`config.mk`:
```
export PLATFORM = sky130hd
export DESIGN_NAME = water_pump_level_controller_top
export DESIGN_NICKNAME = d
export VERILOG_FILES = /design/src/hdl/wplc_pkg.sv /design/src/hdl/water_pump_level_controller_top.sv /design/src/hdl/wplc_dist.sv /design/src/hdl/wplc_ctrl.sv
export SDC_FILE = /design/constraint.sdc
export NUM_CORES = 1
export LEC_CHECK = 0
export BUFFER_PORTS_ARGS = -buffer_cell sky130_fd_sc_hd__buf_2
export CORE_MARGIN = 3
export CORE_UTILIZATION = 57
export CTS_CLUSTER_DIAMETER = 200
export DETAILED_ROUTE_END_ITERATION = 12
export PLACE_DENSITY = 0.79
export SKIP_CTS_REPAIR_TIMING = 1
export SLEW_MARGIN = 5
export SYNTH_ARGS = -nofsm -noshare
export SYNTH_HDL_FRONTEND = slang
export SYNTH_SLANG_ARGS = --single-unit
```
`constraint.sdc`:
```
create_clock -name clk_i -period 7.7 [get_ports clk_i]
set_input_delay 0.385 -clock clk_i [delete_from_list [all_inputs] [get_ports clk_i]]
set_output_delay 0.385 -clock clk_i [all_outputs]
set_load 0.005 [all_outputs]
```
`src/hdl/wplc_pkg.sv`:
```
// Shared types, codes and constants of the water pump level controller.
package wplc_pkg;

  // Button codes carried in the action field; other codes mean no button
  localparam logic [2:0] ActNone = 3'd0;
  localparam logic [2:0] ActMenu = 3'd1;
  localparam logic [2:0] ActDown = 3'd2;
  localparam logic [2:0] ActUp   = 3'd3;
  localparam logic [2:0] ActPump = 3'd4;

  typedef enum logic [1:0] {
    MENU_DIST = 2'd0,
    MENU_AUTO = 2'd1,
    MENU_MIN  = 2'd2,
    MENU_MAX  = 2'd3
  } menu_e;

  // Configuration register indexes
  localparam int unsigned CfgIdxW = 1;
  localparam logic [CfgIdxW-1:0] CfgMinFloor   = 1'b0;
  localparam logic [CfgIdxW-1:0] CfgMaxCeiling = 1'b1;

  // Reset values
  localparam logic [7:0] MinFloorRst = 8'd5;
  localparam logic [7:0] MaxCeilRst  = 8'd15;
  localparam logic [7:0] MinLevelRst = 8'd15;
  localparam logic [7:0] MaxLevelRst = 8'd5;

  // cm = floor(ticks*5/2328) = floor(floor(ticks*5/8) / 291);
  // the divide by 291 is exact for 16-bit dividends as (y * 57654) >> 24
  localparam logic [15:0] RecipMul   = 16'd57654;
  localparam int unsigned RecipShift = 24;

  typedef struct packed {
    logic [2:0]  action;
    logic [15:0] echo_ticks;
    logic        echo_timed_out;
  } item_t;

  typedef struct packed {
    logic       pump_on;
    logic [7:0] level_cm;
    menu_e      menu_mode;
    logic       auto_on;
    logic [7:0] min_level;
    logic [7:0] max_level;
  } result_t;

endpackage

```
`src/hdl/water_pump_level_controller_top.sv`:
```
// Top level of the water pump level controller: input register, control core, result word.
//
// Each accepted input word is one pass of the control loop and yields one result word.
// The block accepts one word per cycle unless the result word stalls; the input register
// feeds the echo conversion (one 16x16 multiply) and the menu/pump update, which commit
// into the state registers that also form the result word. The result word holds while
// the downstream stalls, and one further input word is taken into the input register
// meanwhile. Configuration writes take effect on the next cycle.
module water_pump_level_controller_top import wplc_pkg::*; (
  input  logic               clk_i,
  input  logic               rst_ni,
  input  logic               s_axis_tvalid,
  output logic               s_axis_tready,
  input  logic [15:0]        s_axis_tdata,  // [15:0] echo_ticks
  input  logic [3:0]         s_axis_tuser,  // [2:0] action, [3] echo_timed_out
  output logic               m_axis_tvalid,
  input  logic               m_axis_tready,
  // [0] pump_on, [8:1] level_cm, [10:9] menu_mode, [11] auto_on,
  // [19:12] min_level, [27:20] max_level, [31:28] zero
  output logic [31:0]        m_axis_tdata,
  input  logic               cfg_we_i,
  input  logic [CfgIdxW-1:0] cfg_idx_i,
  input  logic [7:0]         cfg_wdata_i
);

  logic    in_valid_q, in_valid_d;
  item_t   in_item_q;
  logic    out_valid_q, out_valid_d;
  logic    advance;
  logic [7:0] meas_cm;
  result_t state;

  assign advance       = in_valid_q && (!out_valid_q || m_axis_tready);
  assign s_axis_tready = !in_valid_q || advance;

  always_comb begin
    in_valid_d = in_valid_q;
    if (s_axis_tready) in_valid_d = s_axis_tvalid;
    out_valid_d = out_valid_q;
    if (advance) begin
      out_valid_d = 1'b1;
    end else if (m_axis_tready) begin
      out_valid_d = 1'b0;
    end
  end

  always_ff @(posedge clk_i or negedge rst_ni) begin
    if (!rst_ni) begin
      in_valid_q  <= 1'b0;
      out_valid_q <= 1'b0;
    end else begin
      in_valid_q  <= in_valid_d;
      out_valid_q <= out_valid_d;
    end
  end

  // payload register, loaded on every accepted word
  always_ff @(posedge clk_i) begin
    if (s_axis_tvalid && s_axis_tready) begin
      in_item_q.action         <= s_axis_tuser[2:0];
      in_item_q.echo_ticks     <= s_axis_tdata;
      in_item_q.echo_timed_out <= s_axis_tuser[3];
    end
  end

  wplc_dist u_dist (
    .echo_ticks_i     (in_item_q.echo_ticks),
    .echo_timed_out_i (in_item_q.echo_timed_out),
    .level_cm_o       (meas_cm)
  );

  wplc_ctrl u_ctrl (
    .clk_i       (clk_i),
    .rst_ni      (rst_ni),
    .cfg_we_i    (cfg_we_i),
    .cfg_idx_i   (cfg_idx_i),
    .cfg_wdata_i (cfg_wdata_i),
    .step_i      (advance),
    .item_i      (in_item_q),
    .meas_cm_i   (meas_cm),
    .state_o     (state)
  );

  assign m_axis_tvalid = out_valid_q;
  assign m_axis_tdata  = {4'd0, state.max_level, state.min_level, state.auto_on,
                          state.menu_mode, state.level_cm, state.pump_on};

endmodule

```
`src/hdl/wplc_dist.sv`:
```
// Echo length to centimetre conversion by constant reciprocal multiply.
module wplc_dist import wplc_pkg::*; (
  input  logic [15:0] echo_ticks_i,
  input  logic        echo_timed_out_i,
  output logic [7:0]  level_cm_o
);

  logic [18:0] ticks_x5;
  logic [15:0] ticks_div8;
  logic [31:0] prod;

  assign ticks_x5   = {1'b0, echo_ticks_i, 2'b00} + {3'b000, echo_ticks_i};
  assign ticks_div8 = ticks_x5[18:3];
  assign prod       = {16'd0, ticks_div8} * {16'd0, RecipMul};

  // quotient never exceeds 140, so eight bits above the shift hold it
  assign level_cm_o = echo_timed_out_i ? 8'd0 : prod[RecipShift +: 8];

endmodule

```
`src/hdl/wplc_ctrl.sv`:
```
// Menu, threshold and pump state with their per-item update logic.
module wplc_ctrl import wplc_pkg::*; (
  input  logic               clk_i,
  input  logic               rst_ni,
  input  logic               cfg_we_i,
  input  logic [CfgIdxW-1:0] cfg_idx_i,
  input  logic [7:0]         cfg_wdata_i,
  input  logic               step_i,
  input  item_t              item_i,
  input  logic [7:0]         meas_cm_i,
  output result_t            state_o
);

  logic [7:0] min_floor_q, max_ceiling_q;
  result_t    state_q, state_d;

  always_ff @(posedge clk_i or negedge rst_ni) begin
    if (!rst_ni) begin
      min_floor_q   <= MinFloorRst;
      max_ceiling_q <= MaxCeilRst;
    end else if (cfg_we_i) begin
      unique case (cfg_idx_i)
        CfgMinFloor:   min_floor_q   <= cfg_wdata_i;
        CfgMaxCeiling: max_ceiling_q <= cfg_wdata_i;
        default: ;
      endcase
    end
  end

  always_comb begin
    logic [2:0] act;
    act     = item_i.action;
    state_d = state_q;

    if (act == ActMenu) begin
      state_d.menu_mode = menu_e'(state_q.menu_mode + 2'd1);
    end

    unique case (state_d.menu_mode)
      MENU_DIST: state_d.level_cm = meas_cm_i;
      MENU_AUTO: begin
        if (act == ActDown) state_d.auto_on = ~state_q.auto_on;
      end
      MENU_MIN: begin
        if (act == ActDown) begin
          if (state_q.min_level > min_floor_q) state_d.min_level = state_q.min_level - 8'd1;
        end else if (act == ActUp) begin
          if (state_q.min_level != 8'hFF) state_d.min_level = state_q.min_level + 8'd1;
        end
      end
      MENU_MAX: begin
        if (act == ActDown) begin
          if (state_q.max_level != 8'd0) state_d.max_level = state_q.max_level - 8'd1;
        end else if (act == ActUp) begin
          if (state_q.max_level < max_ceiling_q) state_d.max_level = state_q.max_level + 8'd1;
        end
      end
      default: ;
    endcase

    // pump uses the freshly updated level and thresholds
    if (state_d.auto_on) begin
      if (state_d.level_cm >= state_d.min_level) begin
        state_d.pump_on = 1'b1;
      end else if (state_d.level_cm <= state_d.max_level) begin
        state_d.pump_on = 1'b0;
      end
    end else begin
      if (act == ActPump) state_d.pump_on = ~state_q.pump_on;
      if (state_d.level_cm <= state_d.max_level) state_d.pump_on = 1'b0;
    end
  end

  always_ff @(posedge clk_i or negedge rst_ni) begin
    if (!rst_ni) begin
      state_q.pump_on   <= 1'b0;
      state_q.level_cm  <= 8'd0;
      state_q.menu_mode <= MENU_DIST;
      state_q.auto_on   <= 1'b0;
      state_q.min_level <= MinLevelRst;
      state_q.max_level <= MaxLevelRst;
    end else if (step_i) begin
      state_q <= state_d;
    end
  end

  assign state_o = state_q;

endmodule

```
==> flow_summary.json, run 1 <==
{
  "status": "finished with violations",
  "failed_checks": "setup timing",
  "crit_required_ns": 7.89,
  "n_fill_cell": 998,
  "first_iter_violations": 722,
  "wl_per_cell_um": 17.55,
  "async_reset_ff_share_pct": 69.70,
  "grt-busiest-layer": "met2",
  "setup_viol_count_final": 1,
  "netlist_area_mm2": 0.008850,
  "setup_slack_ns": -0.6470,
  "antenna_found_initial": 0,
  "track_usage_pct": 25.98,
  "cts-htree-levels": 3,
  "grt_max_degree": 47,
  "met3_usage_pct": 3.780,
  "synth_ff_type": "dfrtp_1",
  "grt_pass1_vias": 7148,
  "slew_headroom_pct": 28.84,
  "worst_pin_slew_ns": 1.067,
  "multiInputGateArea_mm2": 0.006780,
  "critPathMaxFanout": 3,
  "grt_remaining_overflow": 0,
  "clockBufferDepth": 2,
  "report.final.hold_viol_count": 0,
  "clock.fmax_mhz": 119.8,
  "clk_pin_slew_ns": 0.06,
  "placed_area_mm2": 0.01011,
  "gp_congestion": 0.9359,
  "initial_core_util_pct": 59.54,
  "cpMostUsedCell": "a21o_1",
  "dieHeight_um": 130.6,
  "cp.depth": 38,
  "insertion_delay_ns": 0.33,
  "syn_area_per_cell_um2": 9.495,
  "cp_top_family": "adder cells",
  "final_max_slew_viol_count": 0,
  "antennaDiodeCount": 0,
  "ys_seq_elements": 66,
  "io_buffer_count": 63,
  "cts_root_buffer": "clkbuf_16",
  "nets": 1374,
  "use_met1_pct": 36.64,
  "seq_area_mm2": 0.001767,
  "final_area_mm2": 0.01084,
  "maxCapViolations": 0,
  "drc": 0,
  "period_share_pct": 108.4,
  "cts_tree": "done",
  "syn_inst": 932,
  "drt_pass1_iterations": 5,
  "crit_type": "register to register",
  "rows": 44,
  "ff2ff_path_depth": 38,
  "crit_start": "in_item_q[10]",
  "final.setup_skew_ns": 0.006416,
  "core_mm2": 0.01486,
  "synth_edf_count": 20,
  "r2r-start": "in_item_q[10]",
  "cts_sinks": 66,
  "grt_pass1_wl_mm": 35.18,
  "place_hpwl_mm": 17.40,
  "yosysSeqAreaShare_pct": 19.96,
  "crit_buf_inv": 8,
  "dieArea_mm2": 0.01706,
  "synth_cell_types": 71,
  "mostFrequentLayoutCells": "ha_1 (173), inv_1 (154), buf_4 (104)",
  "timing.rr.end": "u_ctrl.state_o[27]",
  "vias": 7375,
  "layout_commonest_cell": "ha_1",
  "min-delay-start": "s_axis_tdata[5]",
  "fp.dieW_um": 130.6,
  "grtUsageMet2_pct": 42.60,
  "regToRegSetupSlack_ns": -0.65,
  "start_kind": "register",
  "layout-drive-gt1-share_pct": 25.73,
  "worst_path_max_delay_cell": "fa_1",
  "antenna_left": 0,
  "numCtsBuffers": 9,
  "final_util_pct": 72.94,
  "worst_hold_path_type": "input port to register",
  "rsz0062_at_grt": "yes",
  "endpoint_kind": "register",
  "areaGrowthSynthToFinish_pct": 22.51,
  "routed_wl_mm": 22.53,
  "yosys_warnings": 0,
  "endpoint": "u_ctrl.state_o[27]",
  "fin_crit_ns": 8.347,
  "cp_slowest_stage_delay_ns": 0.55,
  "via_per_inst": 5.744,
  "io_pins": 68,
  "critPathArrivalTime_ns": 8.54
}
-- worst register-to-register path, delay by kind of cell (launching register included) --
family | cells | cell delay, ns
adder cells (fa/ha/maj) | 9 | 3.24
AO/OA/AOI/OAI | 17 | 3.09
buffers and inverters | 8 | 0.77
flip-flops | 1 | 0.46
XOR/XNOR | 2 | 0.34
AND/OR/NAND/NOR | 2 | 0.29
-- how the worst min path moves through the flow --
stage / depth (start not counted) / end / slack (ns)
after floorplan: 0 / in_valid_q / 0.09
after global placement: 1 / u_ctrl.max_ceiling_q[6] / 0.49
after detailed placement: 1 / u_ctrl.max_ceiling_q[6] / 0.50
after CTS: 1 / in_item_q[19] / 0.21
after global routing: 1 / in_item_q[3] / 0.22
final: 1 / in_item_q[6] / 0.22
-- layer usage --
metal / up-vias / share of wire, %
met5: - / 0
met4: 0 / 2.0
met3: 49 / 6.0
met2: 268 / 48
met1: 3520 / 44
li1: 3538 / -
-- per-stage QoR --
step	std cells	hold WS (ns)	setup TNS (ns)	setup WS (ns)
after floorplan	935	0.08941	0	0.01218
after global placement	1251	0.4898	-0.3255	-0.3255
after detailed placement	1251	0.4960	-0.5624	-0.5624
after CTS	1267	0.2128	-0.6489	-0.6489
after global routing	1284	0.2166	-0.8953	-0.8953
final	1284	0.2216	-0.6470	-0.6470
-- synthesized netlist by cell type, drive strengths merged, types with 10 or more instances --
cell / count / area [um2]
xnor2: 40 / 350.3
nand2: 53 / 209.0
nor3: 15 / 75.07
a21o: 17 / 127.6
mux2: 10 / 116.4
clkbuf: 11 / 41.29
xor2: 15 / 131.4
dfrtp: 34 / 850.8
nor2: 39 / 153.9
inv: 158 / 593.1
ha: 186 / 2327
fa: 59 / 1181
o21ai: 34 / 177.7
a22o: 13 / 113.9
a31oi: 10 / 83.83
a21oi: 44 / 227.7
nand2b: 17 / 106.4
buf: 10 / 58.80
nand3: 20 / 100.1
dfstp: 12 / 315.3
edfxtp: 20 / 600.6
-- registers in the layout, summed over array words and instances (netlist names) --
signal	flops
u_ctrl.state_o	28
m_axis_tvalid	1
in_item_q	20
in_valid_q	1
u_ctrl.max_ceiling_q	8
u_ctrl.min_floor_q	8
-- layout make-up --
cell class                 count  share of cell area [%]
timing repair buffer         170                   10.42
multi-input combinational    690                   62.54
tap                          184                   2.123
inverter                     158                   5.470
clock inverter                 7                   1.073
sequential                    66                   16.30
clock buffer                   9                   2.077
-- cells by family after synthesis --
kind of cell             synth area share [%]
flip-flops                              19.96
XOR/XNOR                                5.443
AND/OR/NAND/NOR                         11.00
multiplexers                            1.315
other                                 0.04237
buffers and inverters                   7.833
AO/OA/AOI/OAI                           14.76
adder cells (fa/ha/maj)                 39.64
Power of run 1 is not shown: default switching activity piles up to over one toggle a cycle in this logic, so the estimate is an artifact.
==> run 2: changes to the inputs <==
==> constraint.sdc (replaced) <==
create_clock -name clk_i -period 7.6 [get_ports clk_i]
set_input_delay 0.38 -clock clk_i [delete_from_list [all_inputs] [get_ports clk_i]]
set_output_delay 0.38 -clock clk_i [all_outputs]
set_load 0.005 [all_outputs]
==> run 2 against run 1 <==
  * The flow still finishes with violations (setup timing)
  * Critical path depth unchanged
  * Routed wire length increased by 4.4%
  * Global-route usage increased by 1.1 points
  * First-iteration DRC count decreased by 6.5%
  * Setup slack got worse by 0.077 ns
  * Critical endpoint unchanged
  * Clock skew increased by 0.0020 ns
  * Sequential cell count unchanged
==> flow_summary.json, run 2 (synthesis gave the netlist of run 1 again) <==
{
  "regToRegSetupSlack_ns": -0.72,
  "gp_congestion": 0.9110,
  "r2r-start": "in_item_q[5]",
  "clock.fmax_mhz": 120.1,
  "critPathMaxFanout": 3,
  "fp.dieW_um": 130.6,
  "maxCapViolations": 0,
  "n_fill_cell": 1004,
  "ff2ff_path_depth": 38,
  "rows": 44,
  "io_buffer_count": 63,
  "period_share_pct": 109.5,
  "initial_core_util_pct": 59.54,
  "endpoint_kind": "register",
  "nets": 1376,
  "start_kind": "register",
  "slew_headroom_pct": 28.85,
  "min-delay-start": "s_axis_tdata[8]",
  "layout-drive-gt1-share_pct": 25.95,
  "wl_per_cell_um": 18.29,
  "setup_viol_count_final": 1,
  "worst_hold_path_type": "input port to register",
  "via_per_inst": 5.843,
  "drt_pass1_iterations": 5,
  "placed_cells": 1257,
  "timing.rr.end": "u_ctrl.state_o[27]",
  "vias": 7514,
  "antenna_found_initial": 0,
  "grt_pass1_vias": 7447,
  "layout_commonest_cell": "ha_1",
  "report.final.hold_viol_count": 0,
  "numCtsBuffers": 9,
  "largest_reg_flops": 28,
  "grt_remaining_overflow": 0,
  "mostFrequentLayoutCells": "ha_1 (177), inv_1 (153), buf_4 (109)",
  "worst_path_max_delay_cell": "fa_1",
  "place_hpwl_mm": 17.59,
  "setup_slack_ns": -0.7239,
  "critPathArrivalTime_ns": 8.53,
  "drc": 0,
  "final.setup_skew_ns": 0.008449,
  "cp_slowest_stage_delay_ns": 0.56,
  "antenna_left": 0,
  "fin_crit_ns": 8.324,
  "worst_pin_slew_ns": 1.056,
  "whs_endpoint": "in_item_q[9]",
  "insertion_delay_ns": 0.34,
  "track_usage_pct": 27.08,
  "first_iter_violations": 675,
  "status": "finished with violations",
  "antennaDiodeCount": 0,
  "clockBufferDepth": 2,
  "cts-htree-levels": 3,
  "fin_cells": 1286,
  "final_max_slew_viol_count": 0,
  "dieHeight_um": 130.6,
  "crit_required_ns": 7.81,
  "areaGrowthSynthToFinish_pct": 22.32,
  "failed_checks": "setup timing",
  "dieArea_mm2": 0.01706,
  "clk_pin_slew_ns": 0.06,
  "cts_tree": "done",
  "rsz0062_at_grt": "yes",
  "hold_depth": 1,
  "grt_pass1_wl_mm": 36.71,
  "crit_type": "register to register",
  "grt_max_degree": 47,
  "cts_root_buffer": "clkbuf_16",
  "io_pins": 68,
  "core_mm2": 0.01486,
  "routed_wl_mm": 23.52,
  "cts_sinks": 66
}
run 2: cell types whose count changed in the layout (fill, tap and decap cells not counted), sizes merged:
| cell | previous run | this run |
|---|---|---|
| clkbuf | 9 | 11 |
| clkinvlp | 0 | 1 |
| bufinv | 3 | 1 |
| clkinv | 3 | 2 |
| buf | 170 | 172 |
run 2: stage by stage:
step,TNS (ns),hold WS (ns),util (%),instance area [um2],setup slack (ns)
3_3_place_gp,-0.5152,0.4925,68.39,10170,-0.5152
3_5_place_dp,-0.7781,0.5090,68.39,10170,-0.7781
6_report,-0.7239,0.2127,72.83,10830,-0.7239
4_1_cts,-0.8197,0.2013,70.51,10480,-0.8197
5_1_grt,-1.004,0.2106,72.83,10830,-1.004
2_1_floorplan,0,0.08441,-,9000,0.008675
run 2: cell type report:
cell class	count	area [um2]	share of cell area (%)
clock buffers	11	254.0	2.346
inverters	158	593.1	5.478
multi-input cells	690	6788	62.70
repair buffers	172	1134	10.47
flip-flops and latches	66	1767	16.32
well taps	184	230.2	2.127
clock inverters	5	60.06	0.5548
run 2: worst max-delay path by stage:
stage / end / from / slack, ns / cells after the start
after floorplan: u_ctrl.state_o[27] / in_item_q[10] / 0.009 / 36
after global placement: u_ctrl.state_o[27] / in_item_q[4] / -0.52 / 35
after detailed placement: u_ctrl.state_o[27] / in_item_q[4] / -0.78 / 36
after CTS: u_ctrl.state_o[27] / in_item_q[4] / -0.82 / 35
after global routing: u_ctrl.state_o[27] / in_item_q[5] / -1.00 / 34
final: u_ctrl.state_o[27] / in_item_q[5] / -0.72 / 38
run 2: worst max-delay path, delay by kind of cell, from the launching register on:
family / cells / cell delay (ns)
fa+ha+maj: 9 / 3.40
buf+inv: 8 / 0.75
xor+xnor: 2 / 0.31
simple gates: 3 / 0.35
flops: 1 / 0.44
compound gates: 16 / 2.89
run 2: metal layers:
layer | part of all wire [%] | GRT usage [%] | vias to the layer above
met5 | 0 | 0 | -
met4 | 3.3 | 7.804 | 0
met3 | 6.1 | 3.984 | 81
met2 | 48 | 45.00 | 297
met1 | 43 | 37.00 | 3589
li1 | - | - | 3547
Power of run 2 is left out for the same reason.
